--- config.mk ---
export PLATFORM = sky130hd
export DESIGN_NAME = terminal_mouse_report_parser
export DESIGN_NICKNAME = d
export VERILOG_FILES = /design/src/design/tmrp_pkg.sv /design/src/design/terminal_mouse_report_parser.sv
export SDC_FILE = /design/constraint.sdc
export NUM_CORES = 1
export LEC_CHECK = 0
export BUFFER_PORTS_ARGS = -buffer_cell sky130_fd_sc_hd__buf_2
export CAP_MARGIN = 20
export CORE_MARGIN = 5
export CORE_UTILIZATION = 35
export CTS_CLUSTER_DIAMETER = 100
export DETAILED_ROUTE_END_ITERATION = 10
export SETUP_SLACK_MARGIN = 0.15
export SLEW_MARGIN = 10
export SYNTH_ARGS = -nofsm -noshare
export SYNTH_HDL_FRONTEND = slang
export SYNTH_SLANG_ARGS = --single-unit
--- constraint.sdc ---
create_clock -name clk -period 4.9 [get_ports clk]
set_clock_uncertainty 0.1 [all_clocks]
set_input_delay 0.245 -clock clk [delete_from_list [all_inputs] [get_ports clk]]
set_output_delay 0.245 -clock clk [all_outputs]
set_load 0.02 [all_outputs]
--- src/design/tmrp_pkg.sv ---
package tmrp_pkg;

  typedef enum logic [2:0] {
    PH_IDLE,
    PH_ESC,
    PH_CSI,
    PH_LEGACY,
    PH_SGR
  } phase_t;

  typedef enum logic [1:0] {
    ST_MORE     = 2'd0,
    ST_EVENT    = 2'd1,
    ST_NOTMOUSE = 2'd2,
    ST_DISCARD  = 2'd3
  } status_t;

  typedef enum logic [1:0] {
    KIND_LEGACY  = 2'd0,
    KIND_PRESS   = 2'd1,
    KIND_RELEASE = 2'd2
  } kind_t;

  localparam logic [1:0] FIELD_BUTTON = 2'd0;
  localparam logic [1:0] FIELD_X      = 2'd1;
  localparam logic [1:0] FIELD_Y      = 2'd2;

  localparam logic [7:0] CH_ESC      = 8'h1B;
  localparam logic [7:0] CH_LBRACKET = 8'h5B;
  localparam logic [7:0] CH_UPPER_M  = 8'h4D;
  localparam logic [7:0] CH_LOWER_M  = 8'h6D;
  localparam logic [7:0] CH_LT       = 8'h3C;
  localparam logic [7:0] CH_SEMI     = 8'h3B;
  localparam logic [7:0] CH_ZERO     = 8'h30;
  localparam logic [7:0] CH_NINE     = 8'h39;

  localparam logic [7:0] UTF8_LEAD2_MIN = 8'hC2;
  localparam logic [7:0] UTF8_LEAD2_MAX = 8'hDF;
  localparam logic [7:0] UTF8_LONG_MIN  = 8'hE0;
  localparam logic [7:0] UTF8_LONG_MAX  = 8'hF4;

  localparam int          LEGACY_W      = 11;
  localparam logic [7:0]  LEN_CSI       = 8'd3;
  localparam logic [7:0]  LEN_MAX       = 8'd255;
  localparam logic [10:0] LEGACY_BTN_OFS = 11'd32;
  localparam logic [10:0] LEGACY_POS_OFS = 11'd33;
  localparam logic [10:0] LEGACY_WRAP    = 11'd256;

  // Legacy coordinates below the offset map to 256 minus the coded value.
  function automatic logic [LEGACY_W-1:0] legacy_coord(input logic [LEGACY_W-1:0] v);
    logic [LEGACY_W-1:0] r;
    if (v >= LEGACY_POS_OFS) begin
      r = v - LEGACY_POS_OFS;
    end else begin
      r = LEGACY_WRAP - v;
    end
    return r;
  endfunction

endpackage

--- src/design/terminal_mouse_report_parser.sv ---
// Terminal mouse report parser.
// Raw terminal bytes enter on the input channel (in_valid, in_ready, data_byte).
// Every accepted byte produces exactly one result item on the output channel
// (out_valid, out_ready and the result fields), in byte order.
// The result of a byte is registered and shows on the output channel in the cycle
// after the byte is accepted.
// Unless the output stalls, one byte can be accepted in every cycle, since each byte
// only updates a small parser state through one logic level into the result register.
// The single result register decides the rate under backpressure: a new byte is
// taken whenever that register is empty or its item is taken in the same cycle.
// When the receiver stalls, the result item holds unchanged and in_ready stays
// low until the item is taken.
// The cfg channel (cfg_valid, cfg_ready, cfg_data) writes the UTF-8 mode bit and
// is always ready; it should be written only while the parser is idle.
// Synchronous reset returns the parser to idle, clears the mode bit, the
// accumulators and the kept previous event, and empties the result register.
module terminal_mouse_report_parser #(
  parameter int COORD_WIDTH = 16
) (
  input  logic        clk,
  input  logic        rst,
  input  logic        cfg_valid,
  output logic        cfg_ready,
  input  logic        cfg_data,
  input  logic        in_valid,
  output logic        in_ready,
  input  logic [7:0]  data_byte,
  output logic        out_valid,
  input  logic        out_ready,
  output logic [1:0]  status,
  output logic [7:0]  consumed_length,
  output logic [15:0] button,
  output logic [15:0] pos_x,
  output logic [15:0] pos_y,
  output logic [15:0] prev_x,
  output logic [15:0] prev_y,
  output logic [15:0] prev_button,
  output logic [1:0]  sgr_kind,
  output logic [15:0] sgr_raw_button
);
  import tmrp_pkg::*;

  localparam int AW = COORD_WIDTH + 4;
  localparam logic [AW-1:0] ACC_MAX = {4'b0000, {COORD_WIDTH{1'b1}}};

  logic                   utf8_mode;
  phase_t                 phase, phase_next;
  logic [1:0]             field, field_next;
  logic                   pending, pending_next;
  logic [7:0]             lead, lead_next;
  logic [COORD_WIDTH-1:0] acc_button, acc_button_next;
  logic [COORD_WIDTH-1:0] acc_x, acc_x_next;
  logic [COORD_WIDTH-1:0] acc_y, acc_y_next;
  logic [7:0]             count, count_next;
  logic [15:0]            last_x, last_x_next;
  logic [15:0]            last_y, last_y_next;
  logic [15:0]            last_button, last_button_next;

  logic                   fire;
  logic [7:0]             count_inc;
  logic                   is_lead2, is_long, lg_take;
  logic [LEGACY_W-1:0]    lg_value;
  logic                   is_digit, is_final, is_release;
  logic [COORD_WIDTH-1:0] acc_sel, digit_acc;
  logic [AW-1:0]          digit_sum;
  logic [COORD_WIDTH-1:0] ev_button, ev_x, ev_y, ev_raw;
  logic [31:0]            ev_button_w, ev_x_w, ev_y_w, ev_raw_w;
  kind_t                  ev_kind;
  status_t                res_status;
  logic [7:0]             res_len;

  assign cfg_ready = 1'b1;
  assign in_ready  = !out_valid || out_ready;
  assign fire      = in_valid && in_ready;

  assign count_inc = (count == LEN_MAX) ? LEN_MAX : count + 8'd1;

  assign is_lead2 = utf8_mode && data_byte >= UTF8_LEAD2_MIN && data_byte <= UTF8_LEAD2_MAX;
  assign is_long  = utf8_mode && data_byte >= UTF8_LONG_MIN && data_byte <= UTF8_LONG_MAX;
  assign lg_take  = pending || !(is_lead2 || is_long);
  assign lg_value = pending ? {lead[4:0], data_byte[5:0]} : {3'b000, data_byte};

  assign is_digit   = data_byte >= CH_ZERO && data_byte <= CH_NINE;
  assign is_release = data_byte == CH_LOWER_M;
  assign is_final   = data_byte == CH_UPPER_M || is_release;

  always_comb begin
    case (field)
      FIELD_BUTTON: acc_sel = acc_button;
      FIELD_X:      acc_sel = acc_x;
      default:      acc_sel = acc_y;
    endcase
  end

  // Decimal accumulate: acc * 10 + digit, clamped to the largest coordinate.
  assign digit_sum = {1'b0, acc_sel, 3'b000} + {3'b000, acc_sel, 1'b0} + AW'(data_byte[3:0]);
  assign digit_acc = (digit_sum > ACC_MAX) ? {COORD_WIDTH{1'b1}} : digit_sum[COORD_WIDTH-1:0];

  always_comb begin
    if (phase == PH_LEGACY) begin
      ev_button = acc_button - COORD_WIDTH'(LEGACY_BTN_OFS);
      ev_x      = COORD_WIDTH'(legacy_coord(acc_x[LEGACY_W-1:0]));
      ev_y      = COORD_WIDTH'(legacy_coord(lg_value));
      ev_raw    = '0;
      ev_kind   = KIND_LEGACY;
    end else begin
      ev_button = is_release ? (acc_button | COORD_WIDTH'(3)) : acc_button;
      ev_x      = acc_x - COORD_WIDTH'(1);
      ev_y      = acc_y - COORD_WIDTH'(1);
      ev_raw    = acc_button;
      ev_kind   = is_release ? KIND_RELEASE : KIND_PRESS;
    end
  end

  assign ev_button_w = 32'(ev_button);
  assign ev_x_w      = 32'(ev_x);
  assign ev_y_w      = 32'(ev_y);
  assign ev_raw_w    = 32'(ev_raw);

  // Result of the current byte.
  always_comb begin
    res_status = ST_NOTMOUSE;
    res_len    = 8'd0;
    case (phase)
      PH_IDLE: begin
        if (data_byte == CH_ESC) res_status = ST_MORE;
      end
      PH_ESC: begin
        if (data_byte == CH_LBRACKET) res_status = ST_MORE;
      end
      PH_CSI: begin
        if (data_byte == CH_UPPER_M || data_byte == CH_LT) begin
          res_status = ST_MORE;
          res_len    = LEN_CSI;
        end
      end
      PH_LEGACY: begin
        if (lg_take) begin
          res_len = count_inc;
          if (field != FIELD_Y) begin
            res_status = ST_MORE;
          end else if (acc_button >= COORD_WIDTH'(LEGACY_BTN_OFS)) begin
            res_status = ST_EVENT;
          end
        end else if (is_lead2) begin
          res_status = ST_MORE;
          res_len    = count_inc;
        end else begin
          res_len = count;
        end
      end
      PH_SGR: begin
        res_len = count_inc;
        if (field != FIELD_Y && data_byte == CH_SEMI) begin
          res_status = ST_MORE;
        end else if (field == FIELD_Y && is_final) begin
          if (acc_x == '0 || acc_y == '0) begin
            res_status = ST_NOTMOUSE;
          end else if (is_release && acc_button[6]) begin
            res_status = ST_DISCARD;
          end else begin
            res_status = ST_EVENT;
          end
        end else if (is_digit) begin
          res_status = ST_MORE;
        end
      end
      default: res_status = ST_NOTMOUSE;
    endcase
  end

  // Parser state update for the current byte.
  always_comb begin
    phase_next       = phase;
    field_next       = field;
    pending_next     = pending;
    lead_next        = lead;
    acc_button_next  = acc_button;
    acc_x_next       = acc_x;
    acc_y_next       = acc_y;
    count_next       = count;
    last_x_next      = last_x;
    last_y_next      = last_y;
    last_button_next = last_button;
    case (phase)
      PH_IDLE: phase_next = PH_ESC;
      PH_ESC:  phase_next = PH_CSI;
      PH_CSI: begin
        phase_next      = (data_byte == CH_UPPER_M) ? PH_LEGACY : PH_SGR;
        field_next      = FIELD_BUTTON;
        pending_next    = 1'b0;
        lead_next       = 8'd0;
        acc_button_next = '0;
        acc_x_next      = '0;
        acc_y_next      = '0;
        count_next      = LEN_CSI;
      end
      PH_LEGACY: begin
        if (lg_take) begin
          pending_next = 1'b0;
          count_next   = count_inc;
          case (field)
            FIELD_BUTTON: acc_button_next = COORD_WIDTH'(lg_value);
            FIELD_X:      acc_x_next      = COORD_WIDTH'(lg_value);
            default:      acc_y_next      = COORD_WIDTH'(lg_value);
          endcase
          if (field != FIELD_Y) field_next = field + 2'd1;
        end else if (is_lead2) begin
          lead_next    = data_byte;
          pending_next = 1'b1;
          count_next   = count_inc;
        end
      end
      PH_SGR: begin
        count_next = count_inc;
        if (field != FIELD_Y && data_byte == CH_SEMI) begin
          field_next = field + 2'd1;
        end else if (is_digit) begin
          case (field)
            FIELD_BUTTON: acc_button_next = digit_acc;
            FIELD_X:      acc_x_next      = digit_acc;
            default:      acc_y_next      = digit_acc;
          endcase
        end
      end
      default: phase_next = PH_IDLE;
    endcase
    if (res_status != ST_MORE) phase_next = PH_IDLE;
    if (res_status == ST_EVENT) begin
      last_x_next      = ev_x_w[15:0];
      last_y_next      = ev_y_w[15:0];
      last_button_next = ev_button_w[15:0];
    end
  end

  always_ff @(posedge clk) begin
    if (rst) begin
      utf8_mode   <= 1'b0;
      phase       <= PH_IDLE;
      field       <= FIELD_BUTTON;
      pending     <= 1'b0;
      lead        <= 8'd0;
      acc_button  <= '0;
      acc_x       <= '0;
      acc_y       <= '0;
      count       <= 8'd0;
      last_x      <= 16'd0;
      last_y      <= 16'd0;
      last_button <= 16'd0;
      out_valid   <= 1'b0;
    end else begin
      if (cfg_valid && cfg_ready) utf8_mode <= cfg_data;
      if (fire) begin
        phase       <= phase_next;
        field       <= field_next;
        pending     <= pending_next;
        lead        <= lead_next;
        acc_button  <= acc_button_next;
        acc_x       <= acc_x_next;
        acc_y       <= acc_y_next;
        count       <= count_next;
        last_x      <= last_x_next;
        last_y      <= last_y_next;
        last_button <= last_button_next;
        out_valid   <= 1'b1;
      end else if (out_ready) begin
        out_valid <= 1'b0;
      end
    end
  end

  always_ff @(posedge clk) begin
    if (fire) begin
      status          <= res_status;
      consumed_length <= res_len;
      if (res_status == ST_EVENT) begin
        button         <= ev_button_w[15:0];
        pos_x          <= ev_x_w[15:0];
        pos_y          <= ev_y_w[15:0];
        prev_x         <= last_x;
        prev_y         <= last_y;
        prev_button    <= last_button;
        sgr_kind       <= ev_kind;
        sgr_raw_button <= ev_raw_w[15:0];
      end else begin
        button         <= 16'd0;
        pos_x          <= 16'd0;
        pos_y          <= 16'd0;
        prev_x         <= 16'd0;
        prev_y         <= 16'd0;
        prev_button    <= 16'd0;
        sgr_kind       <= KIND_LEGACY;
        sgr_raw_button <= 16'd0;
      end
    end
  end

endmodule

## Yosys cells after proc, flatten, opt, wreduce, memory -nomap -nowiden

Index checks and enable logic that the tools add are counted.

| operators by class | value |
|---|---|
| multiplexer cells | 62 |
| shift-type cells | 0 |
| $lt $le $gt $ge | 10 |
| equal/unequal tests | 30 |
| multipliers | 0 |
| divide/modulo/power cells | 0 |
| bitwise operators | 1 |
| add/subtract/negate cells | 11 |
| reduce and logical (&&, ||, !) cells | 37 |

Operators with widths:

| cell | count |
|---|---|
| two-way mux 16 bit | 19 |
| case mux 16 bit (3 select lines) | 3 |
| case mux 8 bit (3 select lines) | 2 |
| two-way mux 2 bit | 18 |
| two-way mux 11 bit | 3 |
| zero test 16 bit | 2 |
| case mux 16 bit (2 select lines) | 1 |
| subtractor 16 x 1 -> 16 bit, second input constant | 2 |
| == test 8 x 7 -> 1 bit, second input constant | 3 |
| two-way mux 8 bit | 3 |
| >= comparator 11 x 6 -> 1 bit, second input constant | 2 |
| != test 2 bit, second input constant | 11 |
| subtractor 11 x 6 -> 11 bit, second input constant | 2 |
| subtractor 9 x 11 -> 11 bit, first input constant | 2 |
| AND reduction 7 bit | 3 |
| adder 19 x 17 -> 20 bit | 1 |
| adder 20 x 4 -> 20 bit | 1 |
| greater-than comparator 20 x 16 -> 1 bit, second input constant | 1 |
| == test 8 x 6 -> 1 bit, second input constant | 2 |
| >= comparator 16 x 6 -> 1 bit, second input constant | 1 |
| >= comparator 8 bit, second input constant | 2 |
| <= comparator 8 bit, second input constant | 2 |
| subtractor 16 x 6 -> 16 bit, second input constant | 1 |
| case mux 3 bit (4 select lines) | 1 |
| 33 further kinds | 63 |

| word-level totals | value |
|---|---|
| memories kept | 0 |
| logic and storage cells | 174 |
| output and inout port bits | 127 |
| memory bits (read-only) | 0 |
| latch bits | 0 |
| flip-flop bits (word level) | 241 |
| RAM bits | 0 |

## Depth between registers and ports, before layout

| logic depth | value |
|---|---|
| depth in word-level cells | 11 |
| gate-level depth with buffers | 18 |
| gate-level depth less buffers | 15 |

## Least setup slack after synthesis

Ideal clock, no wire load.

| timing | value |
|---|---|
| path kind | register to register |
| start point | register field[0] |
| end point | register acc_y[8] |
| buffers on the path | 4 |
| arrival | 4.099 ns |
| path slack | 0.562 ns |
| stages on the path, launching flop included | 19 |
| data required time | 4.661 ns |
| cells stage by stage | dfxtp_1 > inv_1 > ha_1 > clkbuf_1 > nor2_1 > clkbuf_1 > nand2_1 > nand2_1 > ha_1 > ha_1 > clkbuf_1 > a21oi_1 > o21ai_0 > a21oi_1 > o221ai_1 > mux2_2 > clkbuf_1 > nor4_1 > o22ai_1 |

| on the way | value |
|---|---|
| longest elaborated chain between the ends | 10 |
| elaborated cells on any way between the ends | 18 |
| those cells by class | add/sub: 2; order compare: 1; eq/ne: 5; mux: 6; reduce/logical: 4 |

Ends and longest elaborated chain:

| item | line | source |
|---|---|---|
| from (decl) | terminal_mouse_report_parser.sv:48 | `logic [1:0] field, field_next;` |
| from (signal assigned) | terminal_mouse_report_parser.sv:255 | `field <= field_next;` |
| == test 2 x 1 -> 1 bit / zero test 2 bit (equally long branches) | terminal_mouse_report_parser.sv:88, terminal_mouse_report_parser.sv:202, terminal_mouse_report_parser.sv:219 |  |
| case mux 16 bit (2 select lines) | terminal_mouse_report_parser.sv:88 | `case (field)` |
| adder 19 x 17 -> 20 bit | terminal_mouse_report_parser.sv:96 | `assign digit_sum = {1'b0, acc_sel, 3'b000} + {3'b000, acc_sel, 1'b0} + AW'(data_byte[3:0]);` |
| adder 20 x 4 -> 20 bit | terminal_mouse_report_parser.sv:96 |  |
| greater-than comparator 20 x 16 -> 1 bit | terminal_mouse_report_parser.sv:97 | `assign digit_acc = (digit_sum > ACC_MAX) ? {COORD_WIDTH{1'b1}} : digit_sum[COORD_WIDTH-1:0];` |
| two-way mux 16 bit | terminal_mouse_report_parser.sv:97 |  |
| two-way mux 16 bit | terminal_mouse_report_parser.sv:219 | `case (field)` |
| two-way mux 16 bit | terminal_mouse_report_parser.sv:218 | `end else if (is_digit) begin` |
| two-way mux 16 bit | terminal_mouse_report_parser.sv:216 | `if (field != FIELD_Y && data_byte == CH_SEMI) begin` |
| case mux 16 bit (3 select lines) | terminal_mouse_report_parser.sv:185 | `case (phase)` |
| to (signal assigned) | terminal_mouse_report_parser.sv:260 | `acc_y <= acc_y_next;` |
| to (decl) | terminal_mouse_report_parser.sv:53 | `logic [COORD_WIDTH-1:0] acc_y, acc_y_next;` |

Several ways; a longest one is shown, not always the timed one. The select of a mux whose other input is x is not followed.
A chain may end at the register's enable or synchronous reset.

## Worst setup path after layout

| timing | value |
|---|---|
| start point | register field[0] |
| end point | register acc_y[4] |

Same word-level chain as after synthesis.

==> reports/results.ini <==
[sta]
rsz0062_at_grt = no
period_minus_slack_ns = 4.465
timing.setup.tns_ns = 0
slew_violations = 0
fmax_mhz = 224.0
final.period_utilization = 0.9112
setup_viol = 0
hold_viol_final = 0
tightest_slew_ns = 0.9847
max_slew_margin = 0.3435

[yosys]
yosysUniqueCellTypes = 86
synth_top_cell_area_share = 0.2888
yosysMostFrequentCell = nor2_1
synthTopCellsByCount = 188 x nor2_1, 124 x edfxtp_1, 117 x dfxtp_1
netlist_area_sq_um = 12890
yosysWarnings = 0
synthCells = 1341
synth_edf_count = 124
avgSynthCellArea_sq_um = 9.614
yosysSeqAreaShare = 0.4705
yosys.area.top_type = edfxtp_1
synth_area_leaders = edfxtp_1 29%, dfxtp_1 18%, nor2_1 5.5%
synthesis.nets = 1400
async_flop_share = 0
synth_flop_cell = edfxtp_1
ys_seq_elements = 241

[global_route]
grt_pass1_wl_um = 59890
grt_pass1_vias = 10159
track_usage = 0.1804
grt_max_degree = 84
grt-ovfl-total = 0
grt_antenna_before_repair = 2

[worst_setup_path]
end_kind = flip-flop
start_kind = flip-flop
crit_arrival_ns = 4.75
rr_worst_depth = 17
crit_chain = inv_1, ha_1, nor2_1, buf_4, nand2_1, nand2_1, ha_1, ha_1, fa_1, a211oi_1, o211ai_1, nand2_1, o31ai_1, mux2_2, nor2_1, buf_4, a2111oi_0
cp_data_required_time_ns = 5.19
reg2reg_to = acc_y[4]
path_max_fanout = 20
crit_family = adder cells
cp_slowest_cell = a2111oi_0
r2r_slack_ns = 0.43
crit_buf_inv = 3
r2r_start = field[0]
crit_type = reg2reg
cpPeakStageDelay_ns = 0.47

[layout]
finalNonFillerCells = 1939
fin_nets = 1511
fill_cells = 3560
layout-drive-gt1-share = 0.1844
area_growth_pct = 15.21

[drt]
wl_per_cell_um = 19.72
wl_um = 38230
drc_errors = 0
drtIter0Drc = 831
viasPerCell = 5.477
ant_nets = 0
drtPass1Iterations = 5
vias = 10619

[power_and_ir_drop]
switching_share = 0.2339
powerDensity_nw_per_um2 = 283.8
fin_total_pwr_w = 0.004215
pwr-share-comb = 0.054
power.switching_w = 0.0009861
seqPwrFrac = 0.517
clkPwrFrac = 0.429
p_int_w = 0.003229
p_leak_nw = 5.864
vdd_drop_max_mv = 0.2083

[floorplanning]
num_rows = 70
ios = 141
core_area_sq_um = 36520
die_w_um = 201.9
fp.dieH_um = 201.9
start_util = 0.3530
die_area_sq_um = 40770

[clock_network]
root_buffer = clkbuf_16
cts.sinks = 241
clkLatencyLatePin_ns = 0.54
cts_inserted_buffers = 24
htreeDepth = 1
path_clk_slew_ns = 0.07
cts_tree = done
clock_path_buffers = 3
cts_setup_buffers = 0

[place]
gp_congestion = 0.9496
dp.cells = 1889
hpwl_um = 27940
io_buffers = 139

[worst_hold_path]
hp-class = in2reg
hold_depth = 2
hp-start = rst
min_to = lead[3]

[outcome]
run_status = completed

[flow_run]
drv_cap = 0

## per-layer routing
| metal | vias up | track usage | wire, um |
|---|---|---|---|
| met4 | 2 | 0.04858 | 827 |
| li1 | 5075 | - | - |
| met2 | 391 | 0.2960 | 17840 |
| met1 | 5092 | 0.2516 | 17000 |
| met3 | 59 | 0.02423 | 2552 |
| met5 | - | 0 | 13 |
## power groups by stage
stage / logic (W) / registers, W / clock network [W]
2_1_floorplan: 0.0000748 / 0.00229 / 0
3_3_place_gp: 0.000221 / 0.00222 / 0
3_5_place_dp: 0.000223 / 0.00222 / 0
4_1_cts: 0.000227 / 0.00218 / 0.00185
5_1_grt: 0.000241 / 0.00218 / 0.00192
6_report: 0.000226 / 0.00218 / 0.00181
## worst reg2reg max path, stage by stage, from the launching register on
cell,delay [ns]
dfxtp_1,0.37
inv_1,0.07
ha_1,0.32
nor2_1,0.22
buf_4,0.25
nand2_1,0.08
nand2_1,0.12
ha_1,0.25
ha_1,0.24
fa_1,0.43
a211oi_1,0.31
o211ai_1,0.17
nand2_1,0.11
o31ai_1,0.09
mux2_2,0.42
nor2_1,0.07
buf_4,0.21
a2111oi_0,0.47
## cell type report
class                      instances  area [sq um]  area share
clock inverter                    13         98.84    0.006655
multi-input combinational        977          6304      0.4244
sequential                       241          6066      0.4084
timing repair buffer             174          1008     0.06790
inverter                          34         130.1    0.008761
tap                              468         585.6     0.03942
antenna                            1         2.502   0.0001685
clock buffer                      31         658.1     0.04431
## kinds of logic after synthesis
kind of cell	count (synthesis)	share of synthesized area
AND/OR/NAND/NOR	572	0.2249
multiplexers	26	0.02038
adder cells (fa/ha/maj)	45	0.04484
other	1	0.0002909
XOR/XNOR	59	0.04008
flip-flops	241	0.4705
buffers and inverters	123	0.04299
AO/OA/AOI/OAI	274	0.1561
## layout by cell type (no fill, tap or decap), drive strengths merged, types with 53 or more instances in the layout
cell type / Yosys / final
buf: 29 / 169
edfxtp: 124 / 124
dfxtp: 117 / 117
nand2: 107 / 107
and2: 59 / 59
nor3: 53 / 53
a21oi: 57 / 57
o21ai: 54 / 54
nor2: 197 / 197
## per-stage QoR
| step | util | hold slack, ns | setup WS (ns) | cell area (sq um) |
|---|---|---|---|---|
| 2_1_floorplan | - | 0.2922 | 0.5616 | 12890 |
| 3_3_place_gp | 0.3843 | 0.3601 | 0.6726 | 14040 |
| 3_5_place_dp | 0.3845 | 0.3713 | 0.5638 | 14040 |
| 4_1_cts | 0.4066 | 0.06829 | 0.5240 | 14850 |
| 5_1_grt | 0.4066 | 0.1076 | 0.1534 | 14850 |
| 6_report | 0.4067 | 0.09391 | 0.4349 | 14850 |
## repair_timing
item                                    CTS  global route
hold endpoints to repair                  3             0
endpoints found under the setup margin    0             1
hold buffers                              5             0
gates resized for setup                   0             1
## how the worst max path moves through the flow
stage / cells past startpoint / slack, ns / startpoint / endpoint
floorplan: 18 / 0.56 / field[0] / acc_y[8]
global placement: 17 / 0.67 / field[0] / acc_y[8]
detailed placement: 17 / 0.56 / field[0] / acc_y[2]
CTS: 17 / 0.52 / field[0] / acc_x[6]
global route: 17 / 0.15 / field[0] / acc_y[4]
finish: 17 / 0.43 / field[0] / acc_y[4]
Power figures use the tool's default switching activity.
